--- src/rtl/sweep_and_prune_pairs_assert.svh ---
// Assertion macros for the sweep-and-prune block.
`ifndef SWEEP_AND_PRUNE_PAIRS_ASSERT_SVH
`define SWEEP_AND_PRUNE_PAIRS_ASSERT_SVH
`ifndef SYNTHESIS
`define SPP_ASSERT_NEVER(lbl, expr) \
	lbl: assert property (@(posedge clk) disable iff (!arst_n) !(expr)) \
		else $error("spp assertion failed");
`define SPP_ASSERT_IMPL(lbl, ante, cons) \
	lbl: assert property (@(posedge clk) disable iff (!arst_n) (ante) |-> (cons)) \
		else $error("spp assertion failed");
`else
`define SPP_ASSERT_NEVER(lbl, expr)
`define SPP_ASSERT_IMPL(lbl, ante, cons)
`endif
`endif

--- src/rtl/spp_pkg.sv ---
package spp_pkg;

	localparam int unsigned ID_W        = 16;
	localparam int unsigned COORD_W     = 32;
	localparam int unsigned MAX_ENTRIES = 8;

	typedef struct packed {
		logic [ID_W-1:0]           id;
		logic signed [COORD_W-1:0] min_x;
		logic signed [COORD_W-1:0] max_x;
	} pay_t;

	typedef struct packed {
		logic v;
		pay_t p;
	} entry_t;

	typedef struct packed {
		logic ins;
		logic pop;
		logic shift;
	} cmd_t;

endpackage

--- src/rtl/spp_cell.sv ---
module spp_cell (
	input  logic            clk,
	input  logic            arst_n,
	input  spp_pkg::cmd_t   cmd,
	input  spp_pkg::entry_t new_e,
	input  spp_pkg::entry_t prev_main,
	input  logic            prev_gt,
	input  spp_pkg::entry_t next_main,
	input  spp_pkg::entry_t next_scan,
	output spp_pkg::entry_t main_e,
	output spp_pkg::entry_t scan_e,
	output logic            gt
);
	import spp_pkg::*;

	logic main_v_q;
	logic scan_v_q;
	pay_t main_p_q;
	pay_t scan_p_q;
	logic take_new;

	assign gt       = main_v_q && ($signed(main_p_q.min_x) > $signed(new_e.p.min_x));
	// new entry lands at the first cell holding a larger key, or the first free one
	assign take_new = !prev_gt && (gt || (!main_v_q && prev_main.v));
	assign main_e   = '{v: main_v_q, p: main_p_q};
	assign scan_e   = '{v: scan_v_q, p: scan_p_q};

	always_ff @(posedge clk or negedge arst_n) begin
		if (!arst_n) begin
			main_v_q <= 1'b0;
			scan_v_q <= 1'b0;
		end else if (cmd.pop) begin
			main_v_q <= next_main.v;
			scan_v_q <= next_main.v;
		end else if (cmd.shift) begin
			scan_v_q <= next_scan.v;
		end else if (cmd.ins) begin
			if (prev_gt) begin
				main_v_q <= prev_main.v;
			end else if (take_new) begin
				main_v_q <= new_e.v;
			end
		end
	end

	always_ff @(posedge clk) begin
		if (cmd.pop) begin
			main_p_q <= next_main.p;
			scan_p_q <= next_main.p;
		end else if (cmd.shift) begin
			scan_p_q <= next_scan.p;
		end else if (cmd.ins) begin
			if (prev_gt) begin
				main_p_q <= prev_main.p;
			end else if (take_new) begin
				main_p_q <= new_e.p;
			end
		end
	end

endmodule

--- src/rtl/sweep_and_prune_pairs.sv ---
// One-dimensional sweep-and-prune broad phase. Entries (id, min x, max x) are taken one
// per cycle while the block is idle and drop into a chain of cells kept sorted by min x,
// equal keys in arrival order; entries beyond MAX_ENTRIES are dropped and flagged in
// every result of that set. The entry flagged tlast starts the sweep, during which no
// input is taken: each held entry is popped off the chain head, and each overlap pair
// is found as the scan copy of the chain shifts past it, until a compare that finds no
// overlap stops that scan. Pairs come out in sorted order at up to one per cycle;
// a set without pairs yields one marker result. The output is registered and the sweep
// stalls only when a result waits unaccepted.
`include "sweep_and_prune_pairs_assert.svh"
module sweep_and_prune_pairs #(
	parameter int unsigned MAX_ENTRIES = spp_pkg::MAX_ENTRIES
) (
	input  logic        clk,
	input  logic        arst_n,
	input  logic        s_tvalid,
	output logic        s_tready,
	input  logic [79:0] s_tdata,  // entity_id[15:0], min_x[47:16], max_x[79:48]
	input  logic        s_tlast,  // last_entry
	output logic        m_tvalid,
	input  logic        m_tready,
	output logic [31:0] m_tdata,  // first_id[15:0], second_id[31:16]
	output logic [1:0]  m_tuser,  // no_pairs[0], dropped[1]
	output logic        m_tlast   // last_result
);
	import spp_pkg::*;

	typedef enum logic [3:0] {
		ST_IDLE = 4'b0001,
		ST_POP  = 4'b0010,
		ST_SCAN = 4'b0100,
		ST_DONE = 4'b1000
	} st_t;

	st_t                       st_q;
	entry_t                    new_e;
	entry_t                    main_e [MAX_ENTRIES];
	entry_t                    scan_e [MAX_ENTRIES];
	logic   [MAX_ENTRIES-1:0]  gt;
	logic   [MAX_ENTRIES-1:0]  main_valid;
	cmd_t                      cmd;
	logic                      s_acc;
	logic                      full;
	logic                      pair_hit;
	logic                      out_free;
	logic                      out_load;

	logic                      ovf_q;
	logic [ID_W-1:0]           a_id_q;
	logic signed [COORD_W-1:0] a_max_q;
	logic                      pend_v_q;
	logic [ID_W-1:0]           pend_first_q;
	logic [ID_W-1:0]           pend_second_q;
	logic                      out_v_q;
	logic [ID_W-1:0]           out_first_q;
	logic [ID_W-1:0]           out_second_q;
	logic                      out_none_q;
	logic                      out_drop_q;
	logic                      out_last_q;

	assign new_e.v       = 1'b1;
	assign new_e.p.id    = s_tdata[15:0];
	assign new_e.p.min_x = s_tdata[47:16];
	assign new_e.p.max_x = s_tdata[79:48];

	assign s_tready = (st_q == ST_IDLE);
	assign s_acc    = s_tvalid && s_tready;
	assign full     = main_e[MAX_ENTRIES-1].v;
	assign pair_hit = scan_e[0].v && ($signed(scan_e[0].p.min_x) <= a_max_q);
	assign out_free = !out_v_q || m_tready;
	assign out_load = (cmd.shift && pend_v_q) || ((st_q == ST_DONE) && out_free);

	assign cmd.ins   = s_acc && !full;
	assign cmd.pop   = (st_q == ST_POP) && main_e[0].v;
	assign cmd.shift = (st_q == ST_SCAN) && pair_hit && (!pend_v_q || out_free);

	for (genvar k = 0; k < MAX_ENTRIES; k++) begin : g_cell
		entry_t prev_m;
		entry_t next_m;
		entry_t next_s;
		logic   prev_g;

		if (k == 0) begin : g_head
			assign prev_m = '{v: 1'b1, p: '0};
			assign prev_g = 1'b0;
		end else begin : g_body
			assign prev_m = main_e[k-1];
			assign prev_g = gt[k-1];
		end
		if (k == MAX_ENTRIES - 1) begin : g_tail
			assign next_m = '0;
			assign next_s = '0;
		end else begin : g_inner
			assign next_m = main_e[k+1];
			assign next_s = scan_e[k+1];
		end

		spp_cell u_cell (
			.clk       (clk),
			.arst_n    (arst_n),
			.cmd       (cmd),
			.new_e     (new_e),
			.prev_main (prev_m),
			.prev_gt   (prev_g),
			.next_main (next_m),
			.next_scan (next_s),
			.main_e    (main_e[k]),
			.scan_e    (scan_e[k]),
			.gt        (gt[k])
		);

		assign main_valid[k] = main_e[k].v;
	end

	always_ff @(posedge clk or negedge arst_n) begin
		if (!arst_n) begin
			st_q     <= ST_IDLE;
			ovf_q    <= 1'b0;
			pend_v_q <= 1'b0;
			out_v_q  <= 1'b0;
		end else begin
			out_v_q <= out_load || (out_v_q && !m_tready);
			case (st_q)
				ST_IDLE: begin
					if (s_acc && full) begin
						ovf_q <= 1'b1;
					end
					if (s_acc && s_tlast) begin
						st_q <= ST_POP;
					end
				end
				ST_POP: begin
					st_q <= main_e[0].v ? ST_SCAN : ST_DONE;
				end
				ST_SCAN: begin
					if (!pair_hit) begin
						st_q <= ST_POP;
					end else if (cmd.shift) begin
						pend_v_q <= 1'b1;
					end
				end
				ST_DONE: begin
					if (out_free) begin
						pend_v_q <= 1'b0;
						ovf_q    <= 1'b0;
						st_q     <= ST_IDLE;
					end
				end
				default: begin
					st_q <= ST_IDLE;
				end
			endcase
		end
	end

	always_ff @(posedge clk) begin
		if (cmd.pop) begin
			a_id_q  <= main_e[0].p.id;
			a_max_q <= main_e[0].p.max_x;
		end
		if (cmd.shift) begin
			pend_first_q  <= a_id_q;
			pend_second_q <= scan_e[0].p.id;
			if (pend_v_q) begin
				out_first_q  <= pend_first_q;
				out_second_q <= pend_second_q;
				out_none_q   <= 1'b0;
				out_drop_q   <= ovf_q;
				out_last_q   <= 1'b0;
			end
		end
		if ((st_q == ST_DONE) && out_free) begin
			out_first_q  <= pend_v_q ? pend_first_q : '0;
			out_second_q <= pend_v_q ? pend_second_q : '0;
			out_none_q   <= !pend_v_q;
			out_drop_q   <= ovf_q;
			out_last_q   <= 1'b1;
		end
	end

	assign m_tvalid = out_v_q;
	assign m_tdata  = {out_second_q, out_first_q};
	assign m_tuser  = {out_drop_q, out_none_q};
	assign m_tlast  = out_last_q;

	// held entries always form an unbroken run from the chain head
	`SPP_ASSERT_NEVER(a_chain_contig, (main_valid & (main_valid + 1'b1)) != '0)
	`SPP_ASSERT_NEVER(a_pend_idle, pend_v_q && (st_q == ST_IDLE))
	`SPP_ASSERT_IMPL(a_marker_ids, out_v_q && out_none_q, (out_first_q == '0) && out_last_q)

	for (genvar k = 0; k < MAX_ENTRIES - 1; k++) begin : g_order_chk
		`SPP_ASSERT_IMPL(a_sorted, main_e[k+1].v, main_e[k].p.min_x <= main_e[k+1].p.min_x)
	end

endmodule

--- config.mk ---
export PLATFORM = sky130hd
export DESIGN_NAME = sweep_and_prune_pairs
export DESIGN_NICKNAME = d
export VERILOG_FILES = /design/src/rtl/spp_pkg.sv /design/src/rtl/spp_cell.sv /design/src/rtl/sweep_and_prune_pairs.sv
export VERILOG_INCLUDE_DIRS = /design/src /design/src/rtl
export SDC_FILE = /design/constraint.sdc
export NUM_CORES = 2
export LEC_CHECK = 0
export ABC_AREA = 1
export BUFFER_PORTS_ARGS = -buffer_cell sky130_fd_sc_hd__buf_4
export CAP_MARGIN = 30
export CORE_ASPECT_RATIO = 0.6
export CORE_UTILIZATION = 30
export DETAILED_ROUTE_END_ITERATION = 8
export SLEW_MARGIN = 10
export SYNTH_ARGS = -nofsm -noshare
export SYNTH_HDL_FRONTEND = slang
export SYNTH_SLANG_ARGS = --single-unit
--- constraint.sdc ---
create_clock -name clk -period 7.8 [get_ports clk]
set_input_delay 0.78 -clock clk [delete_from_list [all_inputs] [get_ports clk]]
set_output_delay 0.78 -clock clk [all_outputs]
set_load 0.03 [all_outputs]
Word level (Yosys, flattened, before mapping)
Cells that the tools add are included.
{"block": "totals", "regBits": 1306, "wordCells": 316}
{"block": "classes", "n_bitwise": 1, "n_reduce_logical": 92, "mux": 130, "n_eq_ne": 11, "order_cmp": 9}
{"operator": "$mux W80", "count": 50}
{"operator": "$gt A32 B32 Y1", "count": 8}
{"operator": "$mux W16", "count": 8}
{"operator": "$mux W1", "count": 65}
{"operator": "$logic_and A1 B1 Y1", "count": 33}
{"operator": "$reduce_and A3 Y1", "count": 11}
{"operator": "$le A32 B32 Y1", "count": 1}
{"operator": "$reduce_bool A3 Y1", "count": 7}
{"operator": "$logic_not A1 Y1", "count": 18}
{"operator": "$mux W4", "count": 4}
{"operator": "$pmux W4 S4", "count": 1}
{"operator": "$reduce_bool A2 Y1", "count": 8}
{"operator": "$logic_or A1 B1 Y1", "count": 12}
{"operator": "$ne A2 B2 Y1 const B", "count": 4}
{"operator": "$ne A2 B1 Y1 const B", "count": 3}
{"operator": "$eq A4 B1 Y1 const B", "count": 1}
{"operator": "$eq A4 B2 Y1 const B", "count": 1}
{"operator": "$eq A4 B3 Y1 const B", "count": 1}
{"operator": "$eq A4 B4 Y1 const B", "count": 1}
{"operator": "$pmux W1 S2", "count": 2}
{"operator": "$reduce_and A2 Y1", "count": 2}
{"operator": "$reduce_and A4 Y1", "count": 1}
{"operator": "$not A1 Y1", "count": 1}

Depth between registers and ports, before layout
{"block": "logic_depth", "ltp_word": 9, "ltp_mapped": 21, "depth_no_buf": 20}

Cells and area by module
From an unflattened synthesis, not the netlist that was laid out.
{"block": "hier_totals", "hier_cells": 7228, "area_unflattened_um2": 69454.1}
{"mod": "spp_cell (g_cell[0].u_cell ...)", "n_inst": 5, "area_each_um2": 8046.5, "cells_each": 856, "seq_area_each_um2": 4854.7}
{"mod": "spp_cell (g_cell[5].u_cell ...)", "n_inst": 3, "area_each_um2": 8075.2, "cells_each": 856, "seq_area_each_um2": 4854.7}
{"mod": "sweep_and_prune_pairs", "n_inst": 1, "area_each_um2": 4996.0, "cells_each": 380, "seq_area_each_um2": 3619.7}

Worst setup path before layout
Ideal clock, no wire load.
{"block": "synth_path", "path_type": "input -> register", "startpoint": "input port s_tdata[47]", "endpoint": "register g_cell[0].u_cell.main_p_q (netlist bit g_cell[0].u_cell.main_e[0]) (enable)", "setup_slack_ns": 1.175, "path_stages": 11, "setup_time_ns": 0.566, "path_buffers": 0, "t_arrival_ns": 6.059, "path_cell_list": "inv_1 > ha_1 > nand2_1 > nor2_1 > nor3_1 > nand2_1 > a21oi_1 > nand2_1 > nand2_1 > nand3_1 > a31oi_1"}
{"block": "synth_via", "elab_chain_len": 5}
{"item": "start: declaration", "line": "sweep_and_prune_pairs.sv:18", "text": "input logic [79:0] s_tdata,"}
{"item": "$gt A32 B32 Y1", "line": "spp_cell.sv:22", "text": "assign gt = main_v_q && ($signed(main_p_q.min_x) > $signed(new_e.p.min_x));"}
{"item": "$logic_and A1 B1 Y1", "line": "spp_cell.sv:22"}
{"item": "$logic_or A1 B1 Y1", "line": "spp_cell.sv:24", "text": "assign take_new = !prev_gt && (gt || (!main_v_q && prev_main.v));"}
{"item": "$reduce_bool A2 Y1 (no source line)"}
{"item": "$reduce_and A3 Y1 (no source line)"}
{"item": "end signal: assignment", "line": "spp_cell.sv:48", "text": "main_p_q <= next_main.p;"}
{"item": "end signal: assignment", "line": "spp_cell.sv:54", "text": "main_p_q <= prev_main.p;"}
{"item": "end signal: assignment", "line": "spp_cell.sv:56", "text": "main_p_q <= new_e.p;"}
{"item": "end: declaration", "line": "spp_cell.sv:18", "text": "pay_t main_p_q;"}
Every way passes these cells.
A chain may end at the register's enable or synchronous reset.

Final worst setup path
{"block": "layout_path", "startpoint": "input port s_tdata[47]", "endpoint": "register g_cell[6].u_cell.main_p_q (netlist bit g_cell[6].u_cell.main_e[7]) (enable)"}
{"block": "layout_via", "elab_chain_len": 6}
{"item": "$gt A32 B32 Y1", "line": "spp_cell.sv:22"}
{"item": "$logic_and A1 B1 Y1", "line": "spp_cell.sv:22"}
{"item": "$logic_not A1 Y1 / $logic_or A1 B1 Y1 (equally long branches)", "line": "spp_cell.sv:24"}
{"item": "$logic_and A1 B1 Y1", "line": "spp_cell.sv:24"}
{"item": "$reduce_bool A3 Y1 (no source line) (*)"}
{"item": "$reduce_and A3 Y1 (no source line) (*)"}
{"item": "end signal: assignment", "line": "spp_cell.sv:48"}
{"item": "end signal: assignment", "line": "spp_cell.sv:54"}
{"item": "end signal: assignment", "line": "spp_cell.sv:56"}
{"item": "end: declaration", "line": "spp_cell.sv:18"}
Mark *: on every way between the ends. The rest lies on a longest branch, timed or not.

==> results.sh <==
export IMPL_period_share=0.631
export IMPL_synth_largest_area_cell="edfxtp_1"
export IMPL_synth_area_leaders="edfxtp_1 54%, nand2_1 10%, ha_1 5.7%, o21ai_0 5.5%, inv_1 3.6%"
export IMPL_nNetsFinal=6246
export IMPL_io_pins=122
export IMPL_critPathKind="input pin to flip-flop"
export IMPL_max_slew_worst_pin_slew_ns=1.20
export IMPL_ant_nets=0
export IMPL_grt_start_max_net_pins=248
export IMPL_p_leak_nw=25.1
export IMPL_grt_setup_unrepaired="false"
export IMPL_r2r_end="g_cell[6].u_cell.main_e[7]"
export IMPL_crit_path_start_kind="input pin"
export IMPL_cp_slowest_cell="nand2_4"
export IMPL_path_cells="buf_4 > inv_1 > ha_1 > nand2_1 > nor2_1 > nand2_1 > nor4_2 > nand2_1 > nand2_1 > nand2_1 > nand2_4 > nand2_4 > nand3_1 > nand2_1 > inv_4 > buf_12"
export IMPL_startpoint="s_tdata[47]"
export IMPL_wire_per_inst_um=19.2
export IMPL_hold_viol=0
export IMPL_relSlewSlack=0.203
export IMPL_cellPowerDensity_nw_per_um2=388
export IMPL_slowest_delay_ns=0.61
export IMPL_drt_iter0_drc=5212
export IMPL_die_y_um=336
export IMPL_status="finished, violations left"
export IMPL_grt_overflow_total=0
export IMPL_routed_wirelength_mm=163
export IMPL_syn_area_per_cell_um2=9.38
export IMPL_setup_violations=0
export IMPL_crit_fanout=39
export IMPL_drv_slew=0
export IMPL_vias=42400
export IMPL_synthFlopType="edfxtp_1"
export IMPL_final_layout_size_suffix_gt1_frac=0.0628
export IMPL_crit_required_ns=8.17
export IMPL_cts_sinks=1113
export IMPL_synth_edf_count=1010
export IMPL_hp_start="s_tdata[43]"
export IMPL_ys_seq_elements=1113
export IMPL_area_growth_syn_to_layout_pct=12.1
export IMPL_cts_tree="built"
export IMPL_drc=22
export IMPL_antenna_found_initial=3
export IMPL_die_w_um=559
export IMPL_multi_input_area_um2=19800
export IMPL_fmax_mhz=203
export IMPL_rows=122
export IMPL_yosys_warnings=0
export IMPL_violations="design-rule violations"
export IMPL_p_total_mw=24.3
export IMPL_maxCapViolCount=0
export IMPL_ctsHtreeMaxLevel=3
export IMPL_finalClockSkew_ns=0.0598
export IMPL_rr_startpoint="g_cell[6].u_cell.main_e[63]"
export IMPL_cpMostUsedCell="nand2_1"
export IMPL_synth_top_area_frac=0.543
export IMPL_fillers=18700
export IMPL_synth_nets=6296
export IMPL_syn_area_um2=55900
export IMPL_async_reset_ff_frac=0.0198
export IMPL_syn_inst=5955
export IMPL_clkLatencyLatePin_ns=0.73
export IMPL_clkTransAtPathRegs_ns=0.07
export IMPL_synthDistinctLibCells=42
export IMPL_grt_usage=0.169
export IMPL_grt_pass1_vias=38700
export IMPL_critPathCapture="g_cell[6].u_cell.main_e[7]"
export IMPL_core_area_um2=185000
export IMPL_arrival_ns=5.30
export IMPL_place_gp_congestion=0.893
export IMPL_clockBufferDepth=3
export IMPL_start_util=0.302
export IMPL_r2r_setup_slack_ns=2.92
export IMPL_dieArea_um2=188000
export IMPL_ir_worst_vdd_mv=0.299
export IMPL_dp_hpwl_mm=104
export IMPL_grt_first_pass_wirelength_mm=244
export IMPL_cts_root_buf="clkbuf_16"
export IMPL_cts_buffers_inserted=100
export IMPL_regArea_um2=32500
export IMPL_port_buffers=121
export IMPL_setup_worst_path_end_class="flip-flop"
export IMPL_setup_tns_final_ns=0
export IMPL_first_pass_iters=8
export IMPL_worstRegToRegCells=14
export IMPL_via_per_inst=5.00
export IMPL_hold_class="input pin to flip-flop"
export IMPL_min_period_ns=4.92
export IMPL_ys_seq_area_frac=0.582
cells by family after synthesis:
logic type / after synthesis / share of synthesized area
AO/OA/AOI/OAI: 1449 / 0.135
AND/OR/NAND/NOR: 2254 / 0.161
buffers and inverters: 883 / 0.0647
adder cells (fa/ha/maj): 256 / 0.0573
flip-flops: 1113 / 0.582
power breakdown:
part / internal, mW / total, mW / switching, mW
combinational: 2.41 / 8.87 / 6.46
clock: 2.95 / 5.34 / 2.39
sequential: 9.21 / 10.1 / 0.886
cell usage in the layout, fill, tap and decap left out, types with 29 or more instances in the layout:
cell	n
dfxtp_1	81
a21oi_1	301
nand2_1	1561
o21bai_1	52
edfxtp_1	1010
o21ai_1	404
o21ai_0	612
buf_4	165
nand3_1	242
o22ai_1	48
ha_1	256
inv_1	532
nor2_1	378
clkbuf_16	102
nand4_1	29
worst max-delay path: cells and delay by family:
family | cells | cell delay, ns
buf+inv | 4 | 1.15
fa+ha+maj | 1 | 0.36
simple gates | 11 | 2.92
how the worst min path moves through the flow:
stage	endpoint	slack [ns]	cells past startpoint
3_5_place_dp	pend_second_q[0]	0.40	0
4_1_cts	g_cell[7].u_cell.main_e[34]	0.32	5
3_3_place_gp	pend_second_q[9]	0.40	0
2_1_floorplan	pend_first_q[0]	0.40	0
6_report	g_cell[7].u_cell.main_e[59]	0.36	5
5_1_grt	g_cell[7].u_cell.main_e[9]	0.36	5
area by class of cell:
type | count | share of cell area
diodes | 1 | 0.0000399
clock buffers | 130 | 0.0440
clock inverters | 59 | 0.0113
inverters | 546 | 0.0331
multi-input cells | 3959 | 0.317
flip-flops and latches | 1113 | 0.519
well taps | 2480 | 0.0495
repair buffers | 185 | 0.0265
per-layer routing:
| metal | up-vias | global-route usage | part of all wire |
|---|---|---|---|
| li1 | 20200 | - | - |
| met1 | 20100 | 0.259 | 0.47 |
| met2 | 1918 | 0.238 | 0.40 |
| met3 | 171 | 0.0415 | 0.11 |
| met4 | 4 | 0.0305 | 0.016 |
| met5 | - | 0 | 0.00016 |
cell usage after synthesis, types with 6 or more instances:
cell type and n:
o21ai_0 612, o22ai_1 48, nand3_1 242, ha_1 256, edfxtp_1 1010, buf_2 100
nor3_1 9, inv_2 6, nand4_1 29, inv_1 539, buf_6 10, o21a_1 22
o21ai_1 404, clkbuf_1 181, nor2_1 379, nand2_1 1561, buf_1 19, buf_4 27
a21oi_1 301, dfrtp_1 21, o21bai_1 52, dfxtp_1 81
repair_timing:
| action | CTS | global route |
|---|---|---|
| gates resized for setup | 0 | 0 |
| endpoints found under the hold margin | 21 | 0 |
| buffers inserted | 0 | 0 |
| setup endpoints to repair | 0 | 0 |
| hold buffers | 1 | 0 |
flip-flops by register name, summed over array words and instances, names as in the netlist:
signal                  flops
pend_second_q              16
g_cell.u_cell.scan_v_q      7
out_first_q                16
pend_v_q                    1
ovf_q                       1
out_none_q                  1
g_cell.u_cell.main_v_q      8
st_q                        4
a_max_q                    32
m_tlast                     1
g_cell.u_cell.main_e      640
m_tvalid                    1
g_cell.u_cell.scan_e      336
out_drop_q                  1
a_id_q                     16
pend_first_q               16
out_second_q               16
per-stage QoR:
step                      worst slack, ns  instance area (um2)   util  hold slack (ns)  cells
after floorplan                      1.18                55900      -            0.400   5955
after global placement               1.93                59000  0.319            0.401   8273
after detailed placement             1.84                59100  0.320            0.405   8277
after CTS                            2.59                62500  0.339            0.321   8467
after global routing                 2.71                62600  0.339            0.360   8473
final                                2.88                62600  0.339            0.361   8473
Note: power is estimated with default switching activity, not from simulation.
